**config.mk**
```make
export PLATFORM = sky130hd
export DESIGN_NAME = afgc_core
export DESIGN_NICKNAME = d
export VERILOG_FILES = /design/src/hw/rtl/afgc_pkg.sv /design/src/hw/rtl/afgc_core.sv
export SDC_FILE = /design/constraint.sdc
export NUM_CORES = 1
export LEC_CHECK = 0
export BUFFER_PORTS_ARGS = -buffer_cell sky130_fd_sc_hd__clkbuf_2
export CORE_MARGIN = 8
export CORE_UTILIZATION = 60
export DETAILED_ROUTE_END_ITERATION = 10
export GPL_ROUTABILITY_DRIVEN = 0
export PLACE_DENSITY = 0.89
export SKIP_LAST_GASP = 1
export SLEW_MARGIN = 20
export SYNTH_ARGS = -nofsm -noshare
export SYNTH_HDL_FRONTEND = slang
export SYNTH_SLANG_ARGS = --single-unit
```
**constraint.sdc**
```tcl
create_clock -name clk -period 7.5 [get_ports clk]
set_clock_uncertainty 0.05 [all_clocks]
set_input_delay 0.75 -clock clk [delete_from_list [all_inputs] [get_ports clk]]
set_output_delay 0.75 -clock clk [all_outputs]
set_load 0.05 [all_outputs]
```
**src/hw/rtl/afgc_pkg.sv**
```systemverilog
// Shared types, codes and constants for the ALE frame grammar checker.
package afgc_pkg;

    localparam int unsigned TypeWidth    = 4;
    localparam int unsigned CharWidth    = 7;
    localparam int unsigned VerdictWidth = 4;
    localparam int unsigned CountWidth   = 6;
    localparam int unsigned RunWidth     = 4;
    localparam int unsigned RunLimWidth  = 3;
    localparam int unsigned ExtWidth     = 2;
    localparam int unsigned AddrWidth    = 4;
    localparam int unsigned DataWidth    = 32;

    // preamble codes
    localparam logic [TypeWidth-1:0] W_DATA = 4'd0;
    localparam logic [TypeWidth-1:0] W_THRU = 4'd1;
    localparam logic [TypeWidth-1:0] W_TO   = 4'd2;
    localparam logic [TypeWidth-1:0] W_TWAS = 4'd3;
    localparam logic [TypeWidth-1:0] W_FROM = 4'd4;
    localparam logic [TypeWidth-1:0] W_TIS  = 4'd5;
    localparam logic [TypeWidth-1:0] W_CMD  = 4'd6;
    localparam logic [TypeWidth-1:0] W_REP  = 4'd7;

    // verdict / error codes
    localparam logic [VerdictWidth-1:0] V_OK            = 4'd0;
    localparam logic [VerdictWidth-1:0] V_EMPTY         = 4'd1;
    localparam logic [VerdictWidth-1:0] V_TIS_TWAS      = 4'd2;
    localparam logic [VerdictWidth-1:0] V_CMD_COUNT     = 4'd3;
    localparam logic [VerdictWidth-1:0] V_PAYLOAD       = 4'd4;
    localparam logic [VerdictWidth-1:0] V_NO_ANCHOR     = 4'd5;
    localparam logic [VerdictWidth-1:0] V_RUN_LONG      = 4'd6;
    localparam logic [VerdictWidth-1:0] V_STUFFING      = 4'd7;
    localparam logic [VerdictWidth-1:0] V_DATA_DATA     = 4'd8;
    localparam logic [VerdictWidth-1:0] V_REP_CONCLUDED = 4'd9;

    // last extension codes
    localparam logic [ExtWidth-1:0] EXT_NONE = 2'd0;
    localparam logic [ExtWidth-1:0] EXT_DATA = 2'd1;
    localparam logic [ExtWidth-1:0] EXT_REP  = 2'd2;

    // register indexes
    localparam logic [1:0] REG_RUN_LIMIT     = 2'd0;
    localparam logic [1:0] REG_CMD_LIMIT     = 2'd1;
    localparam logic [1:0] REG_PAYLOAD_LIMIT = 2'd2;

    localparam logic [RunLimWidth-1:0] RUN_LIMIT_RESET     = 3'd5;
    localparam logic [CountWidth-1:0]  CMD_LIMIT_RESET     = 6'd30;
    localparam logic [CountWidth-1:0]  PAYLOAD_LIMIT_RESET = 6'd29;

    localparam logic [CharWidth-1:0] CH_AT = 7'h40;
    localparam logic [CharWidth-1:0] CH_D  = 7'h44;
    localparam logic [CharWidth-1:0] CH_T  = 7'h54;
    localparam logic [CharWidth-1:0] CH_B  = 7'h42;
    localparam logic [CharWidth-1:0] CH_M  = 7'h4D;

    typedef struct packed {
        logic                 word_present;
        logic [TypeWidth-1:0] word_type;
        logic [CharWidth-1:0] first_char;
        logic [CharWidth-1:0] second_char;
        logic [CharWidth-1:0] third_char;
        logic                 frame_end;
    } word_t;

    typedef struct packed {
        logic [RunLimWidth-1:0] address_run_limit;
        logic [CountWidth-1:0]  command_word_limit;
        logic [CountWidth-1:0]  payload_word_limit;
    } cfg_t;

endpackage

```
**src/hw/rtl/afgc_core.sv**
```systemverilog
// Frame state registers and combinational grammar check per word.
module afgc_core
(
    input  logic                                 clk,
    input  logic                                 rst_n,
    input  logic                                 fire,
    input  afgc_pkg::word_t                      item,
    input  afgc_pkg::cfg_t                       cfg,
    output logic [afgc_pkg::VerdictWidth-1:0]    verdict
);

    logic                                in_msg_reg,     in_msg_next;
    logic [afgc_pkg::CountWidth-1:0]     cmd_count_reg,  cmd_count_next;
    logic [afgc_pkg::CountWidth-1:0]     pay_count_reg,  pay_count_next;
    logic                                pay_exempt_reg, pay_exempt_next;
    logic                                concl_reg,      concl_next;
    logic [afgc_pkg::RunWidth-1:0]       run_len_reg,    run_len_next;
    logic [afgc_pkg::ExtWidth-1:0]       prev_ext_reg,   prev_ext_next;
    logic                                stuffed_reg,    stuffed_next;
    logic                                saw_tis_reg,    saw_tis_next;
    logic                                saw_twas_reg,   saw_twas_next;
    logic                                saw_word_reg,   saw_word_next;
    logic [afgc_pkg::VerdictWidth-1:0]   first_err_reg,  first_err_next;

    logic [afgc_pkg::CountWidth-1:0]     cmd_inc;
    logic [afgc_pkg::CountWidth-1:0]     pay_inc;
    logic [afgc_pkg::RunWidth-1:0]       run_inc;
    logic                                has_at;
    logic                                is_dtm_dbm;
    logic                                is_data;

    assign cmd_inc = (&cmd_count_reg) ? cmd_count_reg : cmd_count_reg + 1'b1;
    assign pay_inc = (&pay_count_reg) ? pay_count_reg : pay_count_reg + 1'b1;
    assign run_inc = (&run_len_reg) ? run_len_reg : run_len_reg + 1'b1;
    assign has_at  = (item.first_char == afgc_pkg::CH_AT) ||
                     (item.second_char == afgc_pkg::CH_AT) ||
                     (item.third_char == afgc_pkg::CH_AT);
    assign is_dtm_dbm = (item.first_char == afgc_pkg::CH_D) &&
                        (item.third_char == afgc_pkg::CH_M) &&
                        ((item.second_char == afgc_pkg::CH_T) ||
                         (item.second_char == afgc_pkg::CH_B));
    assign is_data = (item.word_type == afgc_pkg::W_DATA);

    always_comb
    begin
        in_msg_next     = in_msg_reg;
        cmd_count_next  = cmd_count_reg;
        pay_count_next  = pay_count_reg;
        pay_exempt_next = pay_exempt_reg;
        concl_next      = concl_reg;
        run_len_next    = run_len_reg;
        prev_ext_next   = prev_ext_reg;
        stuffed_next    = stuffed_reg;
        saw_tis_next    = saw_tis_reg;
        saw_twas_next   = saw_twas_reg;
        saw_word_next   = saw_word_reg;
        first_err_next  = first_err_reg;

        if (item.word_present)
        begin
            saw_word_next = 1'b1;
            if (item.word_type == afgc_pkg::W_TIS)
            begin
                saw_tis_next = 1'b1;
            end
            if (item.word_type == afgc_pkg::W_TWAS)
            begin
                saw_twas_next = 1'b1;
            end
            if (first_err_reg == afgc_pkg::V_OK)
            begin
                case (item.word_type)
                    afgc_pkg::W_TO, afgc_pkg::W_THRU, afgc_pkg::W_FROM,
                    afgc_pkg::W_TIS, afgc_pkg::W_TWAS:
                    begin
                        in_msg_next   = 1'b0;
                        pay_count_next = '0;
                        concl_next    = (item.word_type == afgc_pkg::W_TIS) ||
                                        (item.word_type == afgc_pkg::W_TWAS);
                        run_len_next  = afgc_pkg::RunWidth'(1);
                        prev_ext_next = afgc_pkg::EXT_NONE;
                        stuffed_next  = 1'b0;
                    end
                    afgc_pkg::W_CMD:
                    begin
                        in_msg_next    = 1'b1;
                        cmd_count_next = cmd_inc;
                        if (cmd_inc > cfg.command_word_limit)
                        begin
                            first_err_next = afgc_pkg::V_CMD_COUNT;
                        end
                        else
                        begin
                            pay_count_next  = '0;
                            pay_exempt_next = is_dtm_dbm;
                        end
                    end
                    afgc_pkg::W_DATA, afgc_pkg::W_REP:
                    begin
                        if (in_msg_reg)
                        begin
                            pay_count_next = pay_inc;
                            if (!pay_exempt_reg && (pay_inc > cfg.payload_word_limit))
                            begin
                                first_err_next = afgc_pkg::V_PAYLOAD;
                            end
                        end
                        else if (run_len_reg == '0)
                        begin
                            first_err_next = afgc_pkg::V_NO_ANCHOR;
                        end
                        else
                        begin
                            run_len_next = run_inc;
                            if (run_inc > {1'b0, cfg.address_run_limit})
                            begin
                                first_err_next = afgc_pkg::V_RUN_LONG;
                            end
                            else if (stuffed_reg)
                            begin
                                first_err_next = afgc_pkg::V_STUFFING;
                            end
                            else
                            begin
                                stuffed_next = has_at;
                                if (is_data && (prev_ext_reg == afgc_pkg::EXT_DATA))
                                begin
                                    first_err_next = afgc_pkg::V_DATA_DATA;
                                end
                                else if ((prev_ext_reg == afgc_pkg::EXT_NONE) &&
                                         concl_reg && !is_data)
                                begin
                                    first_err_next = afgc_pkg::V_REP_CONCLUDED;
                                end
                                else
                                begin
                                    prev_ext_next = is_data ? afgc_pkg::EXT_DATA
                                                            : afgc_pkg::EXT_REP;
                                end
                            end
                        end
                    end
                    default:
                    begin
                        first_err_next = first_err_reg;
                    end
                endcase
            end
        end

        if (!saw_word_next)
        begin
            verdict = afgc_pkg::V_EMPTY;
        end
        else if (saw_tis_next && saw_twas_next)
        begin
            verdict = afgc_pkg::V_TIS_TWAS;
        end
        else
        begin
            verdict = first_err_next;
        end

        if (item.frame_end)
        begin
            in_msg_next     = 1'b0;
            cmd_count_next  = '0;
            pay_count_next  = '0;
            pay_exempt_next = 1'b0;
            concl_next      = 1'b0;
            run_len_next    = '0;
            prev_ext_next   = afgc_pkg::EXT_NONE;
            stuffed_next    = 1'b0;
            saw_tis_next    = 1'b0;
            saw_twas_next   = 1'b0;
            saw_word_next   = 1'b0;
            first_err_next  = afgc_pkg::V_OK;
        end
    end

    always_ff @(posedge clk or negedge rst_n)
    begin
        if (!rst_n)
        begin
            in_msg_reg     <= 1'b0;
            cmd_count_reg  <= '0;
            pay_count_reg  <= '0;
            pay_exempt_reg <= 1'b0;
            concl_reg      <= 1'b0;
            run_len_reg    <= '0;
            prev_ext_reg   <= afgc_pkg::EXT_NONE;
            stuffed_reg    <= 1'b0;
            saw_tis_reg    <= 1'b0;
            saw_twas_reg   <= 1'b0;
            saw_word_reg   <= 1'b0;
            first_err_reg  <= afgc_pkg::V_OK;
        end
        else if (fire)
        begin
            in_msg_reg     <= in_msg_next;
            cmd_count_reg  <= cmd_count_next;
            pay_count_reg  <= pay_count_next;
            pay_exempt_reg <= pay_exempt_next;
            concl_reg      <= concl_next;
            run_len_reg    <= run_len_next;
            prev_ext_reg   <= prev_ext_next;
            stuffed_reg    <= stuffed_next;
            saw_tis_reg    <= saw_tis_next;
            saw_twas_reg   <= saw_twas_next;
            saw_word_reg   <= saw_word_next;
            first_err_reg  <= first_err_next;
        end
    end

    a_end_clears: assert property (@(posedge clk) disable iff (!rst_n)
        fire && item.frame_end |=> !saw_word_reg && (first_err_reg == afgc_pkg::V_OK)
                                   && (run_len_reg == '0) && (cmd_count_reg == '0))
        else $error("frame state not cleared after frame end");

    a_err_sticky: assert property (@(posedge clk) disable iff (!rst_n)
        fire && !item.frame_end && (first_err_reg != afgc_pkg::V_OK)
        |=> first_err_reg == $past(first_err_reg))
        else $error("first error overwritten within a frame");

    a_anchor_before_ext: assert property (@(posedge clk) disable iff (!rst_n)
        (prev_ext_reg != afgc_pkg::EXT_NONE) |-> (run_len_reg != '0))
        else $error("extension recorded without an anchor");

endmodule

```
-- Word-level counts from Yosys, hierarchy flattened
Cells that the tools add are included.
W data, S select, Z words.
- register bits after elaboration: 29
- input port bits: 45
- output and inout bits: 4
- logic and storage cells: 152
- add/subtract/negate cells: 3
- magnitude comparators: 3
- eq/ne operators: 24
- muxes and demuxes: 73
- reductions and logical operators: 37
- operators by type and width (operator ; number):
    $mux W4 ; 19
    $mux W6 ; 11
    $eq A7 B7 Y1 const B ; 7
    $mux W1 ; 27
    $ne A3 B3 Y1 const B ; 8
    $reduce_and A6 Y1 ; 4
    $mux W2 ; 10
    $pmux W6 S3 ; 1
    $eq A4 B3 Y1 const B ; 4
    $pmux W4 S2 ; 2
    $reduce_and A4 Y1 ; 4
    $add A6 B1 Y6 const B ; 2
    $gt A6 B6 Y1 ; 2
    $logic_not A4 Y1 ; 3
    $reduce_and A10 Y1 ; 1
    $eq A4 B2 Y1 const B ; 2
    $reduce_bool A2 Y1 ; 4
    $logic_and A1 B1 Y1 ; 7
    $reduce_and A7 Y1 ; 1
    $reduce_bool A3 Y1 ; 2
    $reduce_and A5 Y1 ; 1
    $reduce_or A5 Y1 ; 1
    $add A4 B1 Y4 const B ; 1
    $eq A4 B1 Y1 const B ; 1
    10 further kinds ; 15

-- Depth between registers and ports, before layout
Gate-level depths: netlist of the first run.
- word-level depth: 14
- gate-level depth with buffers: 11
- gate-level depth less buffers: 11

-- Least setup slack after synthesis of the first run
OpenSTA, ideal clock, no wires.
- path kind: reg-to-output
- start: register cmd_count_reg[0] (netlist name)
- end: output port verdict[1] (netlist name)
- data arrival time: 3.086 ns
- data required time: 6.700 ns
- setup slack: 3.614 ns
- cell stages (with the launch flop): 11
- path buffers: 0
- cells stage by stage: dfrtp_1 -> ha_1 -> and2_1 -> nand4_1 -> mux2_2 -> ha_1 -> nand2b_1 -> a21oi_1 -> o311a_1 -> a22oi_1 -> a31oi_1
- cells in the longest elaborated chain, start to end: 9
- elaborated cells on any way between the ends: 10
- those cells by class: add/sub: 1; order compare: 1; mux: 7; reduce/logical: 1
- RTL lines (what ; line ; RTL):
    start: declaration ; afgc_core.sv:13 ; logic [afgc_pkg::CountWidth-1:0] cmd_count_reg, cmd_count_next;
    start signal: assignment ; afgc_core.sv:201 ; cmd_count_reg <= cmd_count_next;
    $add A6 B1 Y6 or $reduce_and A6 Y1 (tied branches) ; afgc_core.sv:32 ; assign cmd_inc = (&cmd_count_reg) ? cmd_count_reg : cmd_count_reg + 1'b1;
    $mux W6 (*) ; afgc_core.sv:32 ;
    $gt A6 B6 Y1 (*) ; afgc_core.sv:88 ; if (cmd_inc > cfg.command_word_limit)
    $mux W4 (*) ; afgc_core.sv:88 ;
    $pmux W4 S2 (*) ; afgc_core.sv:72 ; case (item.word_type)
    $mux W4 (*) ; afgc_core.sv:70 ; if (first_err_reg == afgc_pkg::V_OK)
    $mux W4 (*) ; afgc_core.sv:59 ; if (item.word_present)
    $mux W4 (*) ; afgc_core.sv:155 ; else if (saw_tis_next && saw_twas_next)
    $mux W4 (*) ; afgc_core.sv:151 ; if (!saw_word_next)
    end: declaration ; afgc_core.sv:9 ; output logic [afgc_pkg::VerdictWidth-1:0] verdict
Every way passes the cells marked *; elsewhere a longest branch is shown, timed or not.

-- Worst setup path in the final report of the first run
Ends and elaborated chain as after synthesis.

==> results of run 1 <==
[cell usage after synthesis (2+ instances only)]
master	number
nand2_1	32
dfrtp_1	29
inv_1	25
o21ai_0	22
nor2_1	21
ha_1	19
a21oi_1	18
nand3_1	9
nor3_1	9
and3_1	6
nand2b_1	6
a31oi_1	5
and2_1	5
mux2_2	5
nand4_1	5
o21a_1	5
clkbuf_1	4
nor2b_1	4
nor4_1	4
or4_1	4
xnor2_1	4
a211oi_1	2
a21o_1	2
a22o_1	2
a22oi_1	2
and4_1	2
and4b_1	2
mux2i_1	2
nor3b_1	2
o211ai_1	2
o221ai_1	2
o22ai_1	2
o31ai_1	2
o32a_1	2
o41ai_1	2
or2_2	2
or3_1	2
or4b_1	2
[final cells by class]
cell class	instances	area [sq um]
Sequential cell	29	726
Tap cell	50	62.6
Timing Repair Buffer	48	240
Multi-Input combinational cell	237	1590
Fill cell	307	1140
Clock buffer	7	86.3
Inverter	25	93.8
[cells by family (layout without fill, tap and decap cells)]
| family | after synthesis | in the layout | share of synthesized area, % |
|---|---|---|---|
| AOI/OAI and AO/OA | 84 | 84 | 23.6 |
| xor gates and xnor gates | 4 | 4 | 1.44 |
| adders and majority gates | 19 | 19 | 9.77 |
| buffers and inverters | 30 | 80 | 4.68 |
| DFF | 29 | 29 | 29.8 |
| muxes | 8 | 8 | 3.75 |
| and+or+nand+nor | 122 | 122 | 26.9 |
[cells in the final DEF, fill, tap and decap left out, drive strengths merged, types with 3 or more instances in the layout]
| master | synthesis | layout |
|---|---|---|
| clkbuf | 4 | 55 |
| nand2 | 32 | 32 |
| dfrtp | 29 | 29 |
| inv | 25 | 25 |
| o21ai | 23 | 23 |
| nor2 | 22 | 22 |
| ha | 19 | 19 |
| a21oi | 18 | 18 |
| nand3 | 9 | 9 |
| nor3 | 9 | 9 |
| and3 | 6 | 6 |
| nand2b | 6 | 6 |
| mux2 | 6 | 6 |
| and2 | 5 | 5 |
| nand4 | 5 | 5 |
| o21a | 5 | 5 |
| a31oi | 5 | 5 |
| or4 | 5 | 5 |
| xnor2 | 4 | 4 |
| nor2b | 4 | 4 |
| nor4 | 4 | 4 |
| a211oi | 3 | 3 |
[power groups by stage]
stage               logic [W]  clock network [W]  registers, W
detailed placement  0.0000785                  0      0.000169
finish              0.0000798           0.000133      0.000166
global placement    0.0000758                  0      0.000169
CTS                 0.0000793           0.000134      0.000166
floorplan           0.0000491                  0      0.000168
global route        0.0000886           0.000143      0.000167
[metrics by stage]
step | hold slack (ns) | util, % | instance area, sq um
CTS | 0.430 | 71.1 | 2800
detailed placement | 0.417 | 68.9 | 2720
floorplan | 0.385 | - | 2430
finish | 0.425 | 71.1 | 2800
global route | 0.467 | 71.1 | 2800
global placement | 0.410 | 68.9 | 2720
[layer usage]
layer	up-vias	GRT usage (%)	share of wire [%]
li1	1206	-	-
met1	1160	23.5	39
met2	99	36.3	51
met3	19	6.31	7.3
met4	0	9.44	2.6
met5	-	0	0
[path summary, 6_finish.rpt]
check / end / cells after the start
max in group asynchronous: saw_twas_reg / 1
max reg2reg: pay_count_reg[1] / 10
min reg2reg: concl_reg / 2
max: verdict[1] / 11
min: concl_reg / 2
min in group asynchronous: pay_count_reg[4] / 1
[critical path, delay by kind of cell, from the launching register on]
kind	cells	cell delay (ns)
flops	1	0.42
fa+ha+maj	2	0.57
mux	1	0.39
simple gates	3	0.48
compound gates	4	0.85
buf+inv	1	0.31
==> impl_metrics.csv, run 1 <==
group,metric,value,unit
outcome,status,"finished, final reports clean",
timing,setup_viol,0,
setup_path,startpoint,"cmd_count_reg[0]",
routing,drc,0,
routing,vias_per_cell,6.27,
setup_path,critPathArrivalTime,3.33,ns
timing,tns,0,ns
timing,finalCritPeriodShare,55.0,%
yosys,yosysTopAreaCellShare,29.8,%
timing,maxSlewHeadroom,44.0,%
die,initial_core_util,61.7,%
place,place_ws,3.72,ns
run,maxCapViolCount,0,
die,die_x,79.7,microns
routing,drt_iter0_drc,181,
die,dieArea,6350,sq um
clocking,clkTransAtPathRegs,0.06,ns
power_and_ir_drop,total_power,0.000379,W
power_and_ir_drop,p_switching,0.000113,W
place,io_buffers,48,
yosys,synthFlopType,"dfrtp_1",
routing,vias,2484,
routing,drt_wl_total,6.50,mm
timing,finalWorstSetupSlack,3.37,ns
die,rows,23,
routing,detail-route-antenna-nets,0,
grt,grt_overflow,0,
die,die_h,79.7,microns
yosys,async_reset_ff_share,100,%
clocking,numCtsBuffers,5,
setup_path,cpMostUsedCell,"ha_1",
final_layout,n_antenna_cell,0,
routing,wl_per_cell,16.4,microns
clocking,cts_tree,"yes",
die,core,3940,sq um
yosys,syn-num-nets,360,
timing,fin_crit,4.13,ns
yosys,yosysUniqueCellTypes,59,
setup_path,crit_slowest_cell,"dfrtp_1",
final_layout,drive_gt1_share,19.4,%
yosys,synth_warnings,0,
worst_hold_path,hold_class,"flip-flop to flip-flop",
setup_path,ff2ff_setup_slack,4.35,ns
die,io_pins,49,
timing,worst_pin_slew,0.832,ns
setup_path,cp-start-kind,"flip-flop",
setup_path,crit_type,"flip-flop to output pin",
setup_path,required,6.70,ns
final_layout,area_growth,15.2,%
setup_path,cp_cell_sequence,"ha_1, and2_1, nand4_1, mux2_2, ha_1, nand2b_1, a21oi_1, o311a_1, a22oi_1, a31oi_1, clkbuf_2",
clocking,clk_latency,0.28,ns
routing,firstDrtPassIters,4,
setup_path,max_stage_delay,0.42,ns
yosys,synthCells,296,
yosys,synth_area_leaders,"dfrtp_1 30%, ha_1 9.8%, nand2_1 4.9%",
timing,hold_viol_final,0,
clocking,post_cts_buffers,0,
power_and_ir_drop,power_density,135,nW/um^2
yosys,synth_top_area_cell,"dfrtp_1",
clocking,ctsLongestPathBuffers,2,
setup_path,crit_path_max_fanout,7,
setup_path,end_kind,"output pin",
grt,grt_pass1_vias,2446,
yosys,ys_seq_elements,29,
power_and_ir_drop,power_frac_clock,35.1,%
grt,grt_max_degree,30,
final_layout,instances_no_fill,396,
grt,antenna_found_initial,0,
timing,grt_setup_unrepaired,"no",
power_and_ir_drop,power_frac_comb,21.0,%
yosys,synth-edff-count,0,
yosys,synth.avg_cell_area,8.22,sq um
power_and_ir_drop,switching_share,29.9,%
setup_path,r2r_start,"cmd_count_reg[0]",
clocking,clock_sinks,29,
clocking,cts_root_buffer,"clkbuf_8",
timing,slew_viol_final,0,
power_and_ir_drop,irDropWorstVdd,0.0769,mV
clocking,post_cts_resized,0,
clocking,h-tree-depth,2,
final_layout,nets,410,
place,placed_cells,389,
clocking,holdBufCountCts,0,
grt,grt_pass1_wl,10.9,mm
timing,fmax,242,MHz
yosys,synthesis.area,2430,sq um
power_and_ir_drop,power_frac_seq,43.9,%
power_and_ir_drop,power.internal,0.000266,W
power_and_ir_drop,leakagePower,1.38,nW
yosys,yosysSeqAreaShare,29.8,%
worst_hold_path,holdCritStartpoint,"concl_reg",
grt,grt_usage,21.1,%
place,dp_hpwl,5.06,mm
Power figures use the tool's default switching activity.
==> inputs of run 2 (changes only) <==
- CORE_UTILIZATION: 60 -> 56
- PLACE_DENSITY: 0.89 -> 0.84
- clock period: 7.5 -> 4.3 ns (I/O delays scaled with it)
==> run 2 against run 1 <==
  * First-iteration DRC count rose by 0.55%
  * Routed wire length down 1.4%
  * Cell count increased by 0.76%
  * Worst hold slack got worse by 0.28 ns
  * Register-to-register slack lost 3.2 ns
  * Critical path depth is 2 lower
  * Non-clock buffer count unchanged
  * Global-route usage is 0.79 points lower
  * Count of clock-buffer cells in the layout unchanged
  * Critical path type unchanged
  * Highest routed layer unchanged
==> impl_metrics.csv, run 2 (same netlist as run 1, synthesis figures left out) <==
group,metric,value,unit
timing,maxSlewHeadroom,51.0,%
clocking,holdBufCountCts,0,
routing,drt_iter0_drc,182,
grt,grt_usage,20.3,%
die,die_h,81.9,microns
timing,hold_ws,0.141,ns
clocking,clkTransAtPathRegs,0.07,ns
clocking,numCtsBuffers,5,
routing,vias_per_cell,6.17,
clocking,cts_root_buffer,"clkbuf_8",
clocking,ctsLongestPathBuffers,2,
timing,finalCritPeriodShare,87.9,%
final_layout,fin_util,66.1,%
routing,wl_per_cell,16.1,microns
setup_path,crit_path_max_fanout,5,
timing,grt_setup_unrepaired,"no",
timing,worst_pin_slew,0.736,ns
setup_path,max_stage_delay,0.47,ns
outcome,status,"finished, final reports clean",
routing,vias,2460,
timing,slew_viol_final,0,
power_and_ir_drop,irDropWorstVdd,0.173,mV
setup_path,critPathArrivalTime,3.30,ns
setup_path,cpMostUsedCell,"ha_1",
final_layout,area_growth,15.9,%
clocking,clock_sinks,29,
grt,grt_use_met3,5.14,%
final_layout,layout_common_cells,"48 x clkbuf_2, 32 x nand2_1, 29 x dfrtp_1",
die,io_pins,49,
grt,grt_util_met2,36.1,%
grt,grt_pass1_vias,2402,
place,dp_hpwl,5.01,mm
final_layout,nets,410,
power_and_ir_drop,leakagePower,1.39,nW
final_layout,drive_gt1_share,19.9,%
timing,fmax,264,MHz
power_and_ir_drop,power_density,242,nW/um^2
grt,grt_max_degree,30,
grt,grt_overflow,0,
setup_path,cp-start-kind,"flip-flop",
timing,tns,0,ns
place,place_ws,0.857,ns
die,dieArea,6710,sq um
grt,gr-usage-met1,22.9,%
grt,grt_pass1_wl,10.8,mm
grt,antenna_found_initial,0,
clocking,cts_tree,"yes",
timing,finalWorstSetupSlack,0.519,ns
setup_path,ff2ff_setup_slack,1.19,ns
setup_path,cp_cell_sequence,"ha_1, nand3_1, o21ai_0, ha_1, a211oi_1, o2111ai_1, o41a_1, nor2_1, clkbuf_2",
timing,fin_crit,3.78,ns
clocking,post_cts_buffers,0,
clocking,h-tree-depth,2,
place,io_buffers,48,
grt,grt_busiest_layer,"met2",
final_layout,n_antenna_cell,0,
routing,drt_wl_total,6.41,mm
timing,setup_viol,0,
clocking,clk_latency,0.29,ns
die,initial_core_util,57.1,%
final_layout,final_common_cell,"clkbuf_2",
setup_path,end_kind,"output pin",
power_and_ir_drop,total_power,0.000682,W
routing,detail-route-antenna-nets,0,
setup_path,worstPathBufferInverterCount,1,
setup_path,crit_slowest_cell,"o41a_1",
clocking,post_cts_resized,0,
routing,drc,0,
worst_hold_path,hold_class,"input pin to async pin",
setup_path,critPathTopFamily,"compound AO/OA/AOI/OAI gates",
timing,hold_viol_final,0,
die,rows,24,
routing,firstDrtPassIters,5,
run,maxCapViolCount,0,
setup_path,crit_type,"flip-flop to output pin",
die,die_x,81.9,microns
die,core,4260,sq um
setup_path,required,3.82,ns
[run 2: per-layer routing]
| layer | wire (microns) | vias up |
|---|---|---|
| li1 | - | 1206 |
| met5 | 0 | - |
| met2 | 3380 | 70 |
| met1 | 2570 | 1168 |
| met4 | 142 | 0 |
| met3 | 316 | 16 |
[run 2: final cells by class]
class	count	area [sq um]
inverters	25	93.8
well taps	52	65.1
clock inverters	1	5.00
multi-input cells	237	1590
clock buffers	7	96.3
flip-flops and latches	29	726
repair buffers	48	240
fillers	370	1440
[run 2: where the power goes]
group	internal [W]	leakage [nW]	switching, W
Clock	0.000144	0.0542	0.000108
Combinational	0.0000558	0.940	0.0000827
Sequential	0.000281	0.398	0.00000922
[run 2: path summary, 6_finish.rpt]
check	from	endpoint	cells after the start
min in group clk	concl_reg	concl_reg	2
worst min register to register	concl_reg	concl_reg	2
max in group asynchronous	rst_n	saw_twas_reg	1
worst min-delay path	rst_n	stuffed_reg	1
worst max-delay path	run_len_reg[0]	verdict[3]	9
worst max register to register	cmd_count_reg[0]	pay_count_reg[1]	10
[run 2: per-stage QoR]
step,cell area (sq um),std cells
floorplan,2430,296
finish,2820,399
global placement,2720,391
global route,2820,399
CTS,2820,399
detailed placement,2720,391
[run 2: worst reg2reg max path, delay by kind of cell, from the launching register on]
family,cells,cell delay [ns]
AOI/OAI and AO/OA,3,0.64
adders and majority gates,2,0.55
DFF,1,0.42
muxes,1,0.38
and+or+nand+nor,4,0.92
